===== src/rtl/lbfs_pkg.sv =====
`default_nettype none

package lbfs_pkg;

    // Pattern codes
    localparam logic [3:0] PAT_IDLE        = 4'd0;
    localparam logic [3:0] PAT_PROCESSING  = 4'd1;
    localparam logic [3:0] PAT_FACE_LOW    = 4'd7;
    localparam logic [3:0] PAT_CHECKED_IN  = 4'd10;
    localparam logic [3:0] PAT_ON_TIME     = 4'd11;
    localparam logic [3:0] PAT_LATE        = 4'd12;
    localparam logic [3:0] PAT_CLOUD_FAIL  = 4'd13;
    localparam logic [3:0] PAT_INCIDENT    = 4'd14;
    localparam logic [3:0] PAT_INVALID     = 4'd15;

    // Configuration register indexes
    localparam logic [1:0] REG_DEFAULT_HOLD    = 2'd0;
    localparam logic [1:0] REG_PROCESSING_HOLD = 2'd1;
    localparam logic [1:0] REG_NOTICE_HOLD     = 2'd2;

    // Register reset values
    localparam logic [15:0] DEFAULT_HOLD_RST    = 16'd2000;
    localparam logic [15:0] PROCESSING_HOLD_RST = 16'd60000;
    localparam logic [15:0] NOTICE_HOLD_RST     = 16'd1000;

    // Beep timing in milliseconds
    localparam int SHORT_BEEP_MS  = 100;
    localparam int SECOND_BEEP_MS = 200;
    localparam int SECOND_END_MS  = 300;
    localparam int MID_BEEP_MS    = 500;
    localparam int LONG_BEEP_MS   = 1000;

    // Blink phase counter: runs 0 .. BLINK_PERIOD-1
    localparam int BLINK_PERIOD = 500;
    localparam int BLINK_ON     = 250;
    localparam int PHASE_W      = 9;

    // Which hold register a pattern uses
    typedef enum logic [1:0] {
        HOLD_DEFAULT    = 2'd0,
        HOLD_PROCESSING = 2'd1,
        HOLD_NOTICE     = 2'd2
    } hold_sel_t;

    // Compare results of the elapsed time against the beep windows
    typedef struct packed {
        logic lt_short;
        logic double_beep;
        logic lt_mid;
        logic lt_long;
        logic blink_on;
    } timing_t;

    // Drive levels for one tick
    typedef struct packed {
        logic red;
        logic green;
        logic buzz;
    } drive_t;

endpackage

`default_nettype wire


===== src/rtl/lbfs_pattern_decode.sv =====
`default_nettype none

module lbfs_pattern_decode (
    input  wire logic [3:0]          pattern,
    input  wire lbfs_pkg::timing_t   timing,
    output lbfs_pkg::drive_t         drive,
    output lbfs_pkg::hold_sel_t      hold_sel
);

    // Map the running pattern and the window flags onto the drives
    always_comb
    begin
        drive    = '0;
        hold_sel = lbfs_pkg::HOLD_DEFAULT;
        unique case (pattern)
            lbfs_pkg::PAT_IDLE,
            lbfs_pkg::PAT_INVALID:
            begin
                drive = '0;
            end
            lbfs_pkg::PAT_PROCESSING:
            begin
                drive.green = 1'b1;
                drive.buzz  = timing.lt_short;
                hold_sel    = lbfs_pkg::HOLD_PROCESSING;
            end
            lbfs_pkg::PAT_FACE_LOW:
            begin
                drive.red  = 1'b1;
                drive.buzz = timing.lt_long;
            end
            lbfs_pkg::PAT_CHECKED_IN:
            begin
                drive.green = timing.blink_on;
            end
            lbfs_pkg::PAT_ON_TIME:
            begin
                drive.green = 1'b1;
                drive.buzz  = timing.lt_short;
            end
            lbfs_pkg::PAT_LATE:
            begin
                drive.green = 1'b1;
                drive.buzz  = timing.double_beep;
            end
            lbfs_pkg::PAT_CLOUD_FAIL:
            begin
                drive.red  = 1'b1;
                drive.buzz = timing.lt_mid;
            end
            lbfs_pkg::PAT_INCIDENT:
            begin
                drive.green = 1'b1;
                drive.buzz  = timing.lt_short;
                hold_sel    = lbfs_pkg::HOLD_NOTICE;
            end
            default:
            begin
                // error kinds: red with a double beep
                drive.red  = 1'b1;
                drive.buzz = timing.double_beep;
            end
        endcase
    end

endmodule

`default_nettype wire


===== src/rtl/led_buzzer_feedback_sequencer.sv =====
// A transaction accepted into the input register is worked on from there and its result is
// loaded into the result register when the output moves. Throughput: one transaction per
// cycle while the output is not stalled; the pattern state updates in a single pass.
// Reset: asynchronous, active low; pattern idle, elapsed counter 0, hold registers
// at 2000 / 60000 / 1000 ms, both pipeline stages empty.
`default_nettype none

module led_buzzer_feedback_sequencer #(
    parameter int TIME_WIDTH = 16
) (
    input  wire logic        clk,
    input  wire logic        rst_n,
    // configuration
    input  wire logic        cfg_wr_en,
    input  wire logic [1:0]  cfg_index,
    input  wire logic [15:0] cfg_data,
    // input channel
    input  wire logic        in_valid,
    output logic             in_stall,
    input  wire logic        action,
    input  wire logic [3:0]  pattern_code,
    // output channel
    output logic             out_valid,
    input  wire logic        out_stall,
    output logic             red_led,
    output logic             green_led,
    output logic             buzzer_on,
    output logic             active,
    output logic             finished
);

    localparam int CMP_W = (TIME_WIDTH > 16) ? TIME_WIDTH : 16;
    localparam logic [TIME_WIDTH-1:0] TIME_MAX = {TIME_WIDTH{1'b1}};
    localparam logic [lbfs_pkg::PHASE_W-1:0] PHASE_LAST =
        lbfs_pkg::PHASE_W'(lbfs_pkg::BLINK_PERIOD - 1);

    // Hold registers
    logic [15:0] default_hold_reg;
    logic [15:0] processing_hold_reg;
    logic [15:0] notice_hold_reg;

    always_ff @(posedge clk or negedge rst_n)
    begin
        if (!rst_n)
        begin
            default_hold_reg    <= lbfs_pkg::DEFAULT_HOLD_RST;
            processing_hold_reg <= lbfs_pkg::PROCESSING_HOLD_RST;
            notice_hold_reg     <= lbfs_pkg::NOTICE_HOLD_RST;
        end
        else if (cfg_wr_en)
        begin
            // index beyond the list is dropped
            unique case (cfg_index)
                lbfs_pkg::REG_DEFAULT_HOLD:    default_hold_reg    <= cfg_data;
                lbfs_pkg::REG_PROCESSING_HOLD: processing_hold_reg <= cfg_data;
                lbfs_pkg::REG_NOTICE_HOLD:     notice_hold_reg     <= cfg_data;
                default: ;
            endcase
        end
    end

    // Input stage
    logic       s1_valid_reg;
    logic       s1_action_reg;
    logic [3:0] s1_code_reg;
    logic       s1_move;

    assign s1_move  = !out_valid || !out_stall;
    assign in_stall = s1_valid_reg && !s1_move;

    always_ff @(posedge clk or negedge rst_n)
    begin
        if (!rst_n)
        begin
            s1_valid_reg <= 1'b0;
        end
        else if (!in_stall)
        begin
            s1_valid_reg <= in_valid;
        end
    end

    always_ff @(posedge clk)
    begin
        if (in_valid && !in_stall)
        begin
            s1_action_reg <= action;
            s1_code_reg   <= pattern_code;
        end
    end

    // Pattern state
    logic [3:0]                    pattern_reg, pattern_next;
    logic [TIME_WIDTH-1:0]         elapsed_reg, elapsed_next;
    logic [lbfs_pkg::PHASE_W-1:0]  phase_reg, phase_next;

    // Window compares on the elapsed time
    logic [CMP_W-1:0]    e_ext;
    lbfs_pkg::timing_t   timing;
    lbfs_pkg::drive_t    drive;
    lbfs_pkg::hold_sel_t hold_sel;
    logic [15:0]         hold_ms;
    logic                hold_done;

    assign e_ext = CMP_W'(elapsed_reg);

    always_comb
    begin
        timing.lt_short    = e_ext < CMP_W'(lbfs_pkg::SHORT_BEEP_MS);
        timing.double_beep = timing.lt_short
                             || (e_ext >= CMP_W'(lbfs_pkg::SECOND_BEEP_MS)
                                 && e_ext < CMP_W'(lbfs_pkg::SECOND_END_MS));
        timing.lt_mid      = e_ext < CMP_W'(lbfs_pkg::MID_BEEP_MS);
        timing.lt_long     = e_ext < CMP_W'(lbfs_pkg::LONG_BEEP_MS);
        timing.blink_on    = phase_reg < lbfs_pkg::PHASE_W'(lbfs_pkg::BLINK_ON);
    end

    lbfs_pattern_decode u_decode (
        .pattern  (pattern_reg),
        .timing   (timing),
        .drive    (drive),
        .hold_sel (hold_sel)
    );

    always_comb
    begin
        unique case (hold_sel)
            lbfs_pkg::HOLD_PROCESSING: hold_ms = processing_hold_reg;
            lbfs_pkg::HOLD_NOTICE:     hold_ms = notice_hold_reg;
            default:                   hold_ms = default_hold_reg;
        endcase
    end

    assign hold_done = e_ext >= CMP_W'(hold_ms);

    // Next state and result for the transaction in the input stage
    logic res_red, res_green, res_buzz, res_active, res_fin;

    always_comb
    begin
        pattern_next = pattern_reg;
        elapsed_next = elapsed_reg;
        phase_next   = phase_reg;
        res_red      = 1'b0;
        res_green    = 1'b0;
        res_buzz     = 1'b0;
        res_fin      = 1'b0;
        priority if (s1_action_reg)
        begin
            // start: the invalid code falls back to idle
            pattern_next = (s1_code_reg == lbfs_pkg::PAT_INVALID) ?
                           lbfs_pkg::PAT_IDLE : s1_code_reg;
            elapsed_next = '0;
            phase_next   = '0;
        end
        else if (pattern_reg != lbfs_pkg::PAT_IDLE)
        begin
            if (hold_done)
            begin
                pattern_next = lbfs_pkg::PAT_IDLE;
                res_fin      = 1'b1;
            end
            else
            begin
                res_red   = drive.red;
                res_green = drive.green;
                res_buzz  = drive.buzz;
                // saturating count; blink phase follows it
                if (elapsed_reg != TIME_MAX)
                begin
                    elapsed_next = elapsed_reg + 1'b1;
                    phase_next   = (phase_reg == PHASE_LAST) ? '0 : phase_reg + 1'b1;
                end
            end
        end
        res_active = pattern_next != lbfs_pkg::PAT_IDLE;
    end

    always_ff @(posedge clk or negedge rst_n)
    begin
        if (!rst_n)
        begin
            pattern_reg <= lbfs_pkg::PAT_IDLE;
            elapsed_reg <= '0;
            phase_reg   <= '0;
        end
        else if (s1_valid_reg && s1_move)
        begin
            pattern_reg <= pattern_next;
            elapsed_reg <= elapsed_next;
            phase_reg   <= phase_next;
        end
    end

    // Result register
    logic out_valid_reg;
    logic red_reg, green_reg, buzz_reg, active_reg, fin_reg;

    always_ff @(posedge clk or negedge rst_n)
    begin
        if (!rst_n)
        begin
            out_valid_reg <= 1'b0;
        end
        else if (s1_move)
        begin
            out_valid_reg <= s1_valid_reg;
        end
    end

    always_ff @(posedge clk)
    begin
        if (s1_valid_reg && s1_move)
        begin
            red_reg    <= res_red;
            green_reg  <= res_green;
            buzz_reg   <= res_buzz;
            active_reg <= res_active;
            fin_reg    <= res_fin;
        end
    end

    assign out_valid = out_valid_reg;
    assign red_led   = red_reg;
    assign green_led = green_reg;
    assign buzzer_on = buzz_reg;
    assign active    = active_reg;
    assign finished  = fin_reg;

endmodule

`default_nettype wire

===== config.mk =====
export PLATFORM = sky130hd
export DESIGN_NAME = led_buzzer_feedback_sequencer
export DESIGN_NICKNAME = d
export VERILOG_FILES = /design/src/rtl/lbfs_pkg.sv /design/src/rtl/lbfs_pattern_decode.sv /design/src/rtl/led_buzzer_feedback_sequencer.sv
export SDC_FILE = /design/constraint.sdc
export NUM_CORES = 1
export LEC_CHECK = 0
export BUFFER_PORTS_ARGS = -buffer_cell sky130_fd_sc_hd__buf_2
export CAP_MARGIN = 25
export CORE_MARGIN = 5
export CORE_UTILIZATION = 50
export DETAILED_ROUTE_END_ITERATION = 10
export PLACE_DENSITY = 0.68
export SYNTH_ARGS = -nofsm -noshare
export SYNTH_HDL_FRONTEND = slang
export SYNTH_SLANG_ARGS = --single-unit

===== constraint.sdc =====
create_clock -name clk -period 5.05 [get_ports clk]
set_input_delay 0.7575 -clock clk [delete_from_list [all_inputs] [get_ports clk]]
set_output_delay 0.7575 -clock clk [all_outputs]
set_load 0.005 [all_outputs]

# After elaboration in Yosys (flattened, before gate mapping)
# Cells that the tools add are included.
[totals] inputBits=28 regBits=89
[classes] order_cmp=7 n_addsub=2 n_reduce_logical=26 n_bitwise=1 eq_ne=16 muxes=19
[ops] op="$mux 16" count=4
[ops] op="$mux 9" count=5
[ops] op="$lt 16x9->1 const B" count=2
[ops] op="$pmux 16 s2" count=1
[ops] op="$eq 4x4->1 const B" count=7
[ops] op="$add 16x1->16 const B" count=1
[ops] op="$ge 16x16->1" count=1
[ops] op="$ge 16x8->1 const B" count=1
[ops] op="$lt 16x10->1 const B" count=1
[ops] op="$lt 16x7->1 const B" count=1
[ops] op="$mux 4" count=4
[ops] op="$ne 16x16->1 const B" count=1
[ops] op="$add 9x1->9 const B" count=1
[ops] op="$eq 9x9->1 const B" count=1
[ops] op="$lt 9x8->1 const B" count=1
[ops] op="$reduce_or 3->1" count=3
[ops] op="$reduce_bool 4->1" count=2
[ops] op="$reduce_or 7->1" count=1
[ops] op="$reduce_and 2->1" count=3
[ops] op="$eq 2x1->1 const B" count=2
[ops] op="$eq 2x2->1 const B" count=2
[ops] op="$eq 4x1->1 const B" count=1
[ops] op="$eq 4x3->1 const B" count=1
[ops] op="$logic_and 1x1->1" count=4
[ops] op="other kinds (14)" count=20

# Logic depth before layout (Yosys ltp)
# Gate-level depths: netlist of the first run.
[logic_depth] ltp_word=9 mapped_depth=18 depth_no_buf=14

# Cells and area by module
# A second synthesis of the first run with hierarchy kept.
[hier_totals] hier_cells=465 hier_area_um2=4924.7
[by_module_without_submodules] module="led_buzzer_feedback_sequencer" instances=1 cells_each=445 seq_area_each_um2=2301.0 area_each_um2=4800.9
[by_module_without_submodules] module="lbfs_pattern_decode" instances=1 cells_each=20 seq_area_each_um2=0.0 area_each_um2=123.9

# Worst setup path after synthesis of the first run
# No wires, ideal clock.
[synth_path] kind="reg2reg" startpoint="register pattern_reg[0]" endpoint="register elapsed_reg[7], in the netlist e_ext[7]" n_path_buf=3 path_slack_ns=1.171 required_ns=4.972 arrival_ns=3.801 stages_incl_launch_ff=15 cell_sequence="dfrtp_1 > clkbuf_1 > nor4b_1 > ha_1 > clkbuf_1 > clkbuf_1 > a22oi_1 > o21ai_0 > ha_1 > nand2b_4 > a2111o_1 > a32oi_4 > nand4_1 > or3_1 > a21oi_1"
[synth_via] elab_chain_len=7 elab_cells_between_ends=11 cone_classes="order compare (1); eq/ne (5); mux (2); reduce/logical (3)"
[synth_rtl] element="start: declaration" line_no="led_buzzer_feedback_sequencer.sv:93" source="logic [3:0] pattern_reg, pattern_next;"
[synth_rtl] element="start signal: assignment" line_no="led_buzzer_feedback_sequencer.sv:183" source="pattern_reg <= lbfs_pkg::PAT_IDLE;"
[synth_rtl] element="start signal: assignment" line_no="led_buzzer_feedback_sequencer.sv:189" source="pattern_reg <= pattern_next;"
[synth_rtl] element="$eq 4x4->1 / $eq 4x1->1 (equally long branches)" line_no="lbfs_pattern_decode.sv:15" source="unique case (pattern)"
[synth_rtl] element="$pmux 2 s2" line_no="lbfs_pattern_decode.sv:15"
[synth_rtl] element="$eq 2x2->1 / $eq 2x1->1 (equally long branches)" line_no="led_buzzer_feedback_sequencer.sv:127" source="unique case (hold_sel)"
[synth_rtl] element="$pmux 16 s2" line_no="led_buzzer_feedback_sequencer.sv:127"
[synth_rtl] element="$ge 16x16->1" line_no="led_buzzer_feedback_sequencer.sv:134" source="assign hold_done = e_ext >= CMP_W'(hold_ms);"
[synth_rtl] element="$ne 2x2->1 (no source line)"
[synth_rtl] element="$reduce_and 4->1 (no source line) *"
[synth_rtl] element="end signal: assignment" line_no="led_buzzer_feedback_sequencer.sv:190" source="elapsed_reg <= elapsed_next;"
[synth_rtl] element="end: declaration" line_no="led_buzzer_feedback_sequencer.sv:94" source="logic [TIME_WIDTH-1:0] elapsed_reg, elapsed_next;"
# Mark *: on every way between the ends. The rest lies on a longest branch, timed or not.
# A chain may end at the register's enable or synchronous reset.

# Worst setup path in the final report of the first run
[layout_path] startpoint="register pattern_reg[3]" endpoint="register phase_reg[7] (netlist bit)"
[layout_via] elab_chain_len=7 elab_cells_between_ends=11 cone_classes="order compare (1); eq/ne (5); mux (2); reduce/logical (3)"
[layout_rtl] element="$eq 4x4->1 / $eq 4x1->1 (equally long branches)" line_no="lbfs_pattern_decode.sv:15"
[layout_rtl] element="$pmux 2 s2" line_no="lbfs_pattern_decode.sv:15"
[layout_rtl] element="$eq 2x2->1 / $eq 2x1->1 (equally long branches)" line_no="led_buzzer_feedback_sequencer.sv:127"
[layout_rtl] element="$pmux 16 s2" line_no="led_buzzer_feedback_sequencer.sv:127"
[layout_rtl] element="$ge 16x16->1" line_no="led_buzzer_feedback_sequencer.sv:134"
[layout_rtl] element="$ne 2x2->1 (no source line)"
[layout_rtl] element="$reduce_and 4->1 (no source line) *"
[layout_rtl] element="end signal: assignment" line_no="led_buzzer_feedback_sequencer.sv:191" source="phase_reg <= phase_next;"
[layout_rtl] element="end: declaration" line_no="led_buzzer_feedback_sequencer.sv:95" source="logic [lbfs_pkg::PHASE_W-1:0] phase_reg, phase_next;"
# Marks and branches as above.

==> out/results.txt, run 1 <==
Fin. Hold Viols = 0
All-Layer GR Usage = 18.09%
Vias = 3444
combinational share of power = 20.9%
Reg2Reg Depth = 14
metal2 WL = 4739 um
sequential cell fraction of total power = 49.7%
Synth Register Bits = 89
asr flop ratio synth = 88.76%
CORE AREA = 9240 um2
leakage power = 2.161 nW
vias in the first global route = 3432
ant diodes = 0
CTS tree = built
most common cell after layout, fill and taps aside = dfrtp_1
Resize count post-CTS = 0
Post-synth EDFFs = 10
GPL Wtd Cong = 0.7851
layout cell share with drive strength beyond 1 = 27.72%
Top FF cell, synth = dfrtp_1
grt ovf = 0
Worst setup SP type = flop
CP max stage cell = dfrtp_1
Area Growth Syn to Fin = 11.07%
Post-Route WL = 9714 um
Final period util = 83.92%
Max Freq = 236.0 MHz
Min Hold Slack = 0.2069 ns
WP data required = 5.32 ns
Via density = 5.759
Nets = 513
Initial Util = 51.14%
slew of the pin with the lowest slew margin = 0.9806 ns
CTS max path bufs = 2
top routing layer in use = met4
Critical Path Fanout Max = 17
MaxCap Viol Count = 0
HP Class = in -> async
Clock transition at path regs = 0.09 ns
# clock sinks = 89
critical path class = reg -> reg
Setup-failing EPs final = 0
Max H-tree Level = 3
CP Cell Sequence = nor4b_1, buf_4, inv_1, ha_1, buf_4, a22oi_1, o21ai_0, ha_1, nand2b_4, a2111o_1, a32oi_4, nand3_4, or2_0, o31ai_1
DRC violation count after routing = 0
Setup Buffers After CTS = 0
TritonCTS Buffers = 9
Die X = 107.2 um
most frequent cells in the layout = dfrtp_1 (60), mux2_2 (48), a21oi_1 (33), buf_2 (33), nor2_1 (32)
Buf/Inv on CP = 3
Psw = 0.5506 mW
HPWL after DPL = 6766 um
Root Driver = clkbuf_8
clock network power share = 29.4%
Synth cell types = 56
synthesized area = 4726 um2
Die Y = 107.2 um
met3 wire len = 303 um
Post-CTS Hold Fix Bufs = 0
sequential fraction of the synthesis area = 48.69%
power per cell area = 361.9 nW/um2
Synth Area per Inst = 10.86 um2
Slew headroom = 34.03%
IO Pins = 35
switching portion of total power = 28.99%
CP arrival = 4.51 ns
first-pass GRT wire length = 16860 um
wire per inst = 16.24 um
DRT antenna net count = 0
CP endpoint kind = flop
worst reg2reg path startpoint = pattern_reg[3]
Max stage delay on crit path = 0.51 ns
initial antenna violation count = 0
Largest delay share family, worst path = compound AO/OA/AOI/OAI gates
Worst-Skew Late Latency = 0.35 ns
cells after synthesis = 435
Synthesis Warnings = 0
capturing point of the worst reg2reg path = phase_reg[7]
Initial DRT Pass Iterations = 4
Pint = 1.349 mW
r2r setup slk = 0.81 ns
PortBufs = 34
Peak supply drop = 0.0002328 V
unrepaired setup endpoints after global routing = false
largest net degree at the start of global routing = 80
Slew Viols, Final = 0
total negative slack = 0 ns
Final min period = 4.238 ns
Max Clock Skew = 0.01218 ns
number of DRC markers in iteration 0 = 223
Cell Rows = 35
die area = 11500 um2
Met1 Routed Length = 4589 um
run status = complete, no violations
Syn Nets = 484
==> power groups by stage <==
stage	registers (mW)	clock network (mW)	logic, mW
after floorplan	0.912	0	0.325
after global placement	0.950	0	0.382
after detailed placement	0.955	0	0.399
after CTS	0.943	0.571	0.400
after global routing	0.960	0.607	0.450
final	0.944	0.558	0.397
==> metrics by stage <==
step	util [%]	power [mW]	instance area (um2)	cells	worst slack, ns
finish	56.80	1.899	5249	598	0.8122
global route	56.80	2.016	5249	598	0.4440
CTS	56.51	1.914	5221	597	0.7723
detailed placement	54.00	1.354	4990	581	0.7714
global placement	54.00	1.332	4990	581	0.8996
floorplan	-	1.237	4726	435	1.171
==> area by class of cell <==
cell class	count	area, um2
tap	129	161.4
timing repair buffer	40	237.7
clock inverter	4	76.32
sequential	89	2301
inverter	10	37.54
clock buffer	12	155.1
fill	800	3991
multi-input combinational	314	2280
==> metal layers <==
layer / track usage, % / up-vias
met5: 0 / -
met4: 4.566 / 0
met3: 3.371 / 7
met2: 28.69 / 57
met1: 25.62 / 1697
li1: - / 1683
==> cell usage after synthesis (5+ instances only) <==
cell type  count  area (um2)
nor2b_1        5       31.28
o21ai_0       27       135.1
or3_1          8       50.05
nor3_1         6       30.03
nor2_1        32       120.1
edfxtp_1      10       300.3
clkbuf_1      13       48.80
inv_1         10       37.54
nand3_1       11       55.05
mux2_2        48       540.5
nand2b_1       7       43.79
nor4_1         5       31.28
nand2_1       21       78.83
a21oi_1       33       165.2
ha_1          21       262.8
o31ai_1       10       75.07
nand4_1       13       81.33
a22oi_1       16       120.1
buf_2          5       25.02
dfrtp_1       60        1501
dfstp_2       19       499.2
==> cells by family after synthesis <==
family / count (synthesis) / share of synthesized area, %
flip-flops: 89 / 48.69
AO/OA/AOI/OAI: 110 / 15.38
AND/OR/NAND/NOR: 129 / 14.61
multiplexers: 49 / 11.65
XOR/XNOR: 5 / 0.9266
buffers and inverters: 32 / 3.177
adder cells (fa/ha/maj): 21 / 5.560
==> worst register-to-register path, delay by kind of cell (launching register included) <==
kind | cells | cell delay, ns
AO/OA/AOI/OAI | 5 | 1.39
buffers and inverters | 3 | 0.49
AND/OR/NAND/NOR | 4 | 1.15
flip-flops | 1 | 0.51
adder cells (fa/ha/maj) | 2 | 0.62
==> worst max-delay path by stage <==
| stage | start | to | slack, ns | cells after the start |
|---|---|---|---|---|
| after floorplan | pattern_reg[0] | e_ext[7] | 1.17 | 14 |
| after global placement | pattern_reg[3] | phase_reg[7] | 0.90 | 14 |
| after detailed placement | pattern_reg[3] | phase_reg[7] | 0.77 | 14 |
| after CTS | pattern_reg[3] | phase_reg[8] | 0.77 | 14 |
| after global routing | pattern_reg[1] | phase_reg[4] | 0.44 | 14 |
| final | pattern_reg[3] | phase_reg[7] | 0.81 | 14 |
Note: power is estimated with default switching activity, not from simulation.
==> run 2: changes to the inputs <==
--- a/config.mk
+++ b/config.mk
@@ -10,7 +10,7 @@
 export CORE_MARGIN = 5
 export CORE_UTILIZATION = 50
 export DETAILED_ROUTE_END_ITERATION = 10
-export PLACE_DENSITY = 0.68
+export PLACE_DENSITY = 0.71
 export SYNTH_ARGS = -nofsm -noshare
 export SYNTH_HDL_FRONTEND = slang
 export SYNTH_SLANG_ARGS = --single-unit
==> constraint.sdc (replaced) <==
create_clock -name clk -period 3.43 [get_ports clk]
set_input_delay 0.5145 -clock clk [delete_from_list [all_inputs] [get_ports clk]]
set_output_delay 0.5145 -clock clk [all_outputs]
set_load 0.005 [all_outputs]
==> out/results.txt, run 2 (synthesized netlist as in run 1, its figures left out) <==
run status = finished with violations
failing checks = setup timing
CTS tree = built
PortBufs = 34
critical path class = reg -> reg
largest net degree at the start of global routing = 80
GPL Wtd Cong = 0.8251
die area = 11500 um2
placed instance count = 608
ant diodes = 0
Root Driver = clkbuf_8
most frequent cells in the layout = dfrtp_1 (59), mux2_2 (48), buf_2 (33), buf_4 (33), nor2_1 (30)
Power Total = 3.090 mW
WP data required = 3.54 ns
power per cell area = 519.5 nW/um2
wire per inst = 17.39 um
Max H-tree Level = 3
Setup-failing EPs final = 9
DRC violation count after routing = 0
vias in the first global route = 3711
CORE AREA = 9240 um2
Cell Rows = 35
Worst setup SP type = flop
cell depth of the worst setup path = 16
most common cell after layout, fill and taps aside = dfrtp_1
Max Freq = 285.9 MHz
grt ovf = 0
Initial Util = 51.14%
All-Layer GR Usage = 19.42%
Max Clock Skew = 0.01039 ns
Post-Route WL = 11100 um
Slew headroom = 36.59%
CP endpoint kind = flop
CTS max path bufs = 2
IO Pins = 35
Slew Viols, Final = 0
Clock transition at path regs = 0.09 ns
Die Y = 107.2 um
unrepaired setup endpoints after global routing = true
Buf/Inv on CP = 7
HPWL after DPL = 7221 um
Largest delay share family, worst path = buffers and inverters
Die X = 107.2 um
Worst-Skew Late Latency = 0.37 ns
DRT antenna net count = 0
Max stage delay on crit path = 0.40 ns
TritonCTS Buffers = 9
slew of the pin with the lowest slew margin = 0.9483 ns
Critical Path Fanout Max = 11
crit-path most repeated cell = buf_4
Vias = 3713
HP Class = in -> async
capturing point of the worst reg2reg path = active
Area Growth Syn to Fin = 25.87%
MaxCap Viol Count = 0
Initial DRT Pass Iterations = 4
layout cell share with drive strength beyond 1 = 42.44%
Final period util = 102.0%
Nets = 553
CP max stage cell = dfrtp_1
Fin. Hold Viols = 0
Reg2Reg Depth = 16
final std cells w/o fill = 638
Final min period = 3.497 ns
Via density = 5.820
Min Hold Slack = 0.02826 ns
first-pass GRT wire length = 17840 um
leakage power = 2.449 nW
Peak supply drop = 0.0003215 V
# clock sinks = 89
final worst slack = -0.06730 ns
CP arrival = 3.61 ns
worst reg2reg path startpoint = pattern_reg[1]
r2r setup slk = -0.07 ns
initial antenna violation count = 0
CP Cell Sequence = buf_6, nor4b_4, buf_4, ha_4, buf_4, nor2_1, a21oi_1, ha_1, nand4_1, buf_4, buf_4, o221a_4, buf_6, nand3b_1, buf_4, o22ai_2
number of DRC markers in iteration 0 = 193
==> run 2: changes by cell type in the layout (fill, tap and decap cells not counted), sizes merged <==
cell,previous run,this run
bufinv,2,3
inv,10,11
buf,40,79
clkinv,1,0
==> run 2: per-stage QoR <==
| stage | setup WS (ns) | util (%) | cell area (um2) | setup TNS, ns |
|---|---|---|---|---|
| 2_1_floorplan | -0.03733 | - | 4811 | -0.2263 |
| 3_3_place_gp | -0.09329 | 56.85 | 5253 | -0.6378 |
| 3_5_place_dp | -0.2183 | 56.85 | 5253 | -1.824 |
| 4_1_cts | -0.009404 | 61.35 | 5669 | -0.01155 |
| 5_1_grt | -0.2826 | 64.37 | 5948 | -5.148 |
| 6_report | -0.06730 | 64.37 | 5948 | -0.2996 |
==> run 2: worst max path at each step <==
stage               slack [ns]      startpoint            to
floorplan                -0.04  pattern_reg[3]     e_ext[13]
global placement         -0.09  pattern_reg[1]  phase_reg[6]
detailed placement       -0.22  pattern_reg[1]  phase_reg[7]
CTS                     -0.009  pattern_reg[2]     e_ext[13]
global route             -0.28  pattern_reg[1]        active
finish                   -0.07  pattern_reg[1]        active
==> run 2: what timing repair did <==
action / 4_1_cts / 5_1_grt
gates cloned: 1 / 1
gates resized for setup: 32 / 44
setup endpoints to repair: 22 / 33
pin swaps: 25 / 24
hold buffers: 0 / 0
buffers inserted: 9 / 6
==> run 2: area by class of cell <==
type,instances,area (um2)
inverters,10,37.54
well taps,129,161.4
multi-input cells,314,2577
flip-flops and latches,89,2302
clock buffers,11,131.4
fillers,718,3292
clock inverters,5,103.9
repair buffers,80,634.4
==> run 2: report_power, final <==
group | internal [mW] | total (mW) | leakage [nW] | switching (mW)
combinational | 0.418 | 0.828 | 1.28 | 0.410
clock | 0.485 | 0.867 | 0.114 | 0.382
sequential | 1.26 | 1.39 | 1.05 | 0.138
==> run 2: layer usage <==
metal	wire (um)	vias up	track usage [%]
li1	-	1767	-
met1	4905	1835	24.77
met2	5532	88	32.26
met3	371	23	3.974
met4	286	0	7.763
met5	0	-	0
==> run 3: changes to the inputs <==
--- a/config.mk
+++ b/config.mk
@@ -11,6 +11,7 @@
 export CORE_UTILIZATION = 50
 export DETAILED_ROUTE_END_ITERATION = 10
 export PLACE_DENSITY = 0.71
+export RECOVER_POWER = 100
 export SYNTH_ARGS = -nofsm -noshare
 export SYNTH_HDL_FRONTEND = slang
 export SYNTH_SLANG_ARGS = --single-unit
==> out/results.txt, run 3 (synthesized netlist as in run 1, its figures left out) <==
run status = finished with violations
failing checks = setup timing
Slew Viols, Final = 0
CORE AREA = 9240 um2
HPWL after DPL = 7221 um
Cell Rows = 35
CTS max path bufs = 2
die area = 11500 um2
Via density = 5.803
Clock transition at path regs = 0.09 ns
number of DRC markers in iteration 0 = 202
power per cell area = 521.1 nW/um2
MaxCap Viol Count = 0
CP endpoint kind = flop
Slew headroom = 4.167%
All-Layer GR Usage = 19.42%
Initial DRT Pass Iterations = 4
largest net degree at the start of global routing = 80
DRT antenna net count = 0
most frequent cells in the layout = dfrtp_1 (59), mux2_2 (48), buf_4 (31), nor2_1 (30), buf_2 (30)
Area Growth Syn to Fin = 25.05%
unrepaired setup endpoints after global routing = true
Initial Util = 51.14%
placed instance count = 608
WP data required = 3.54 ns
Critical Path Fanout Max = 11
critical path class = reg -> reg
first-pass GRT wire length = 17840 um
leakage power = 2.423 nW
Final period util = 101.9%
final std cells w/o fill = 638
HP Class = in -> reg
Post-Route WL = 11080 um
PortBufs = 34
Die X = 107.2 um
Root Driver = clkbuf_8
Final Util = 63.95%
Post-CTS Hold Fix Bufs = 0
initial antenna violation count = 0
ant diodes = 0
CTS tree = built
Final min period = 3.496 ns
DRC violation count after routing = 0
TritonCTS Buffers = 9
final worst slack = -0.06565 ns
Fin. Hold Viols = 0
Vias = 3702
# clock sinks = 89
Max H-tree Level = 3
layout cell share with drive strength beyond 1 = 41.26%
CP arrival = 3.60 ns
Nets = 553
total negative slack = -0.2557 ns
slew of the pin with the lowest slew margin = 1.437 ns
IO Pins = 35
GPL Wtd Cong = 0.8251
wire per inst = 17.37 um
Worst-Skew Late Latency = 0.37 ns
grt ovf = 0
Worst setup SP type = flop
Die Y = 107.2 um
most common cell after layout, fill and taps aside = dfrtp_1
Setup-failing EPs final = 7
Peak supply drop = 0.0003211 V
vias in the first global route = 3711
Max Freq = 286.1 MHz
Max Clock Skew = 0.01051 ns
## run 3: critical path: stages, from the launching register on
cell	delay [ns]
dfrtp_1	0.40
buf_6	0.13
nor4b_4	0.33
buf_4	0.18
ha_4	0.23
buf_4	0.17
nor2_1	0.12
a21oi_1	0.05
ha_1	0.29
nand4_1	0.14
buf_4	0.19
buf_4	0.13
o221a_4	0.31
buf_6	0.13
nand3b_1	0.21
buf_4	0.17
o22ai_2	0.06
## run 3: layout make-up
type / instances / area [um2]
Fill cell: 725 / 3331
Tap cell: 129 / 161.4
Clock buffer: 11 / 131.4
Clock inverter: 5 / 103.9
Inverter: 10 / 37.54
Timing Repair Buffer: 80 / 600.6
Sequential cell: 89 / 2302
Multi-Input combinational cell: 314 / 2572
## run 3: path summary, 6_finish.rpt
path / depth (start not counted) / to / slack (ns) / start
worst max-delay path: 16 / active / -0.07 / pattern_reg[1]
min in group asynchronous: 1 / e_ext[8] / 0.34 / rst_n
worst max register to register: 16 / active / -0.07 / pattern_reg[1]
max in group asynchronous: 2 / default_hold_reg[0] / 1.10 / rst_n
worst min-delay path: 1 / s1_action_reg / 0.32 / action
worst min register to register: 1 / phase_reg[0] / 0.51 / phase_reg[0]
## run 3: through the flow
stage	total power [mW]	cell area [um2]	hold slack, ns	worst slack, ns
finish	3.080	5909	0.3204	-0.06565
global route	3.262	5909	0.3042	-0.2826
CTS	3.021	5669	0.3111	-0.009404
detailed placement	2.096	5253	0.4939	-0.2183
global placement	2.059	5253	0.4903	-0.09329
floorplan	1.852	4811	0.2189	-0.03733
## run 3: routing by layer
metal	routed length, um	GRT usage (%)	part of all wire [%]
met5	0	0	0
met4	267	7.763	2.4
met3	419	3.974	3.8
met2	5572	32.26	50
met1	4824	24.77	44
## run 3: where the power goes
| group | switching (mW) | internal [mW] |
|---|---|---|
| Combinational | 0.408 | 0.413 |
| Sequential | 0.138 | 1.26 |
| Clock | 0.378 | 0.485 |
| Total | 0.924 | 2.16 |
## run 3: what timing repair did
action,in CTS,in global routing
setup buffers,9,6
cloned,1,1
resized for setup,32,44
endpoints found under the setup margin,22,33
pin swaps,25,24
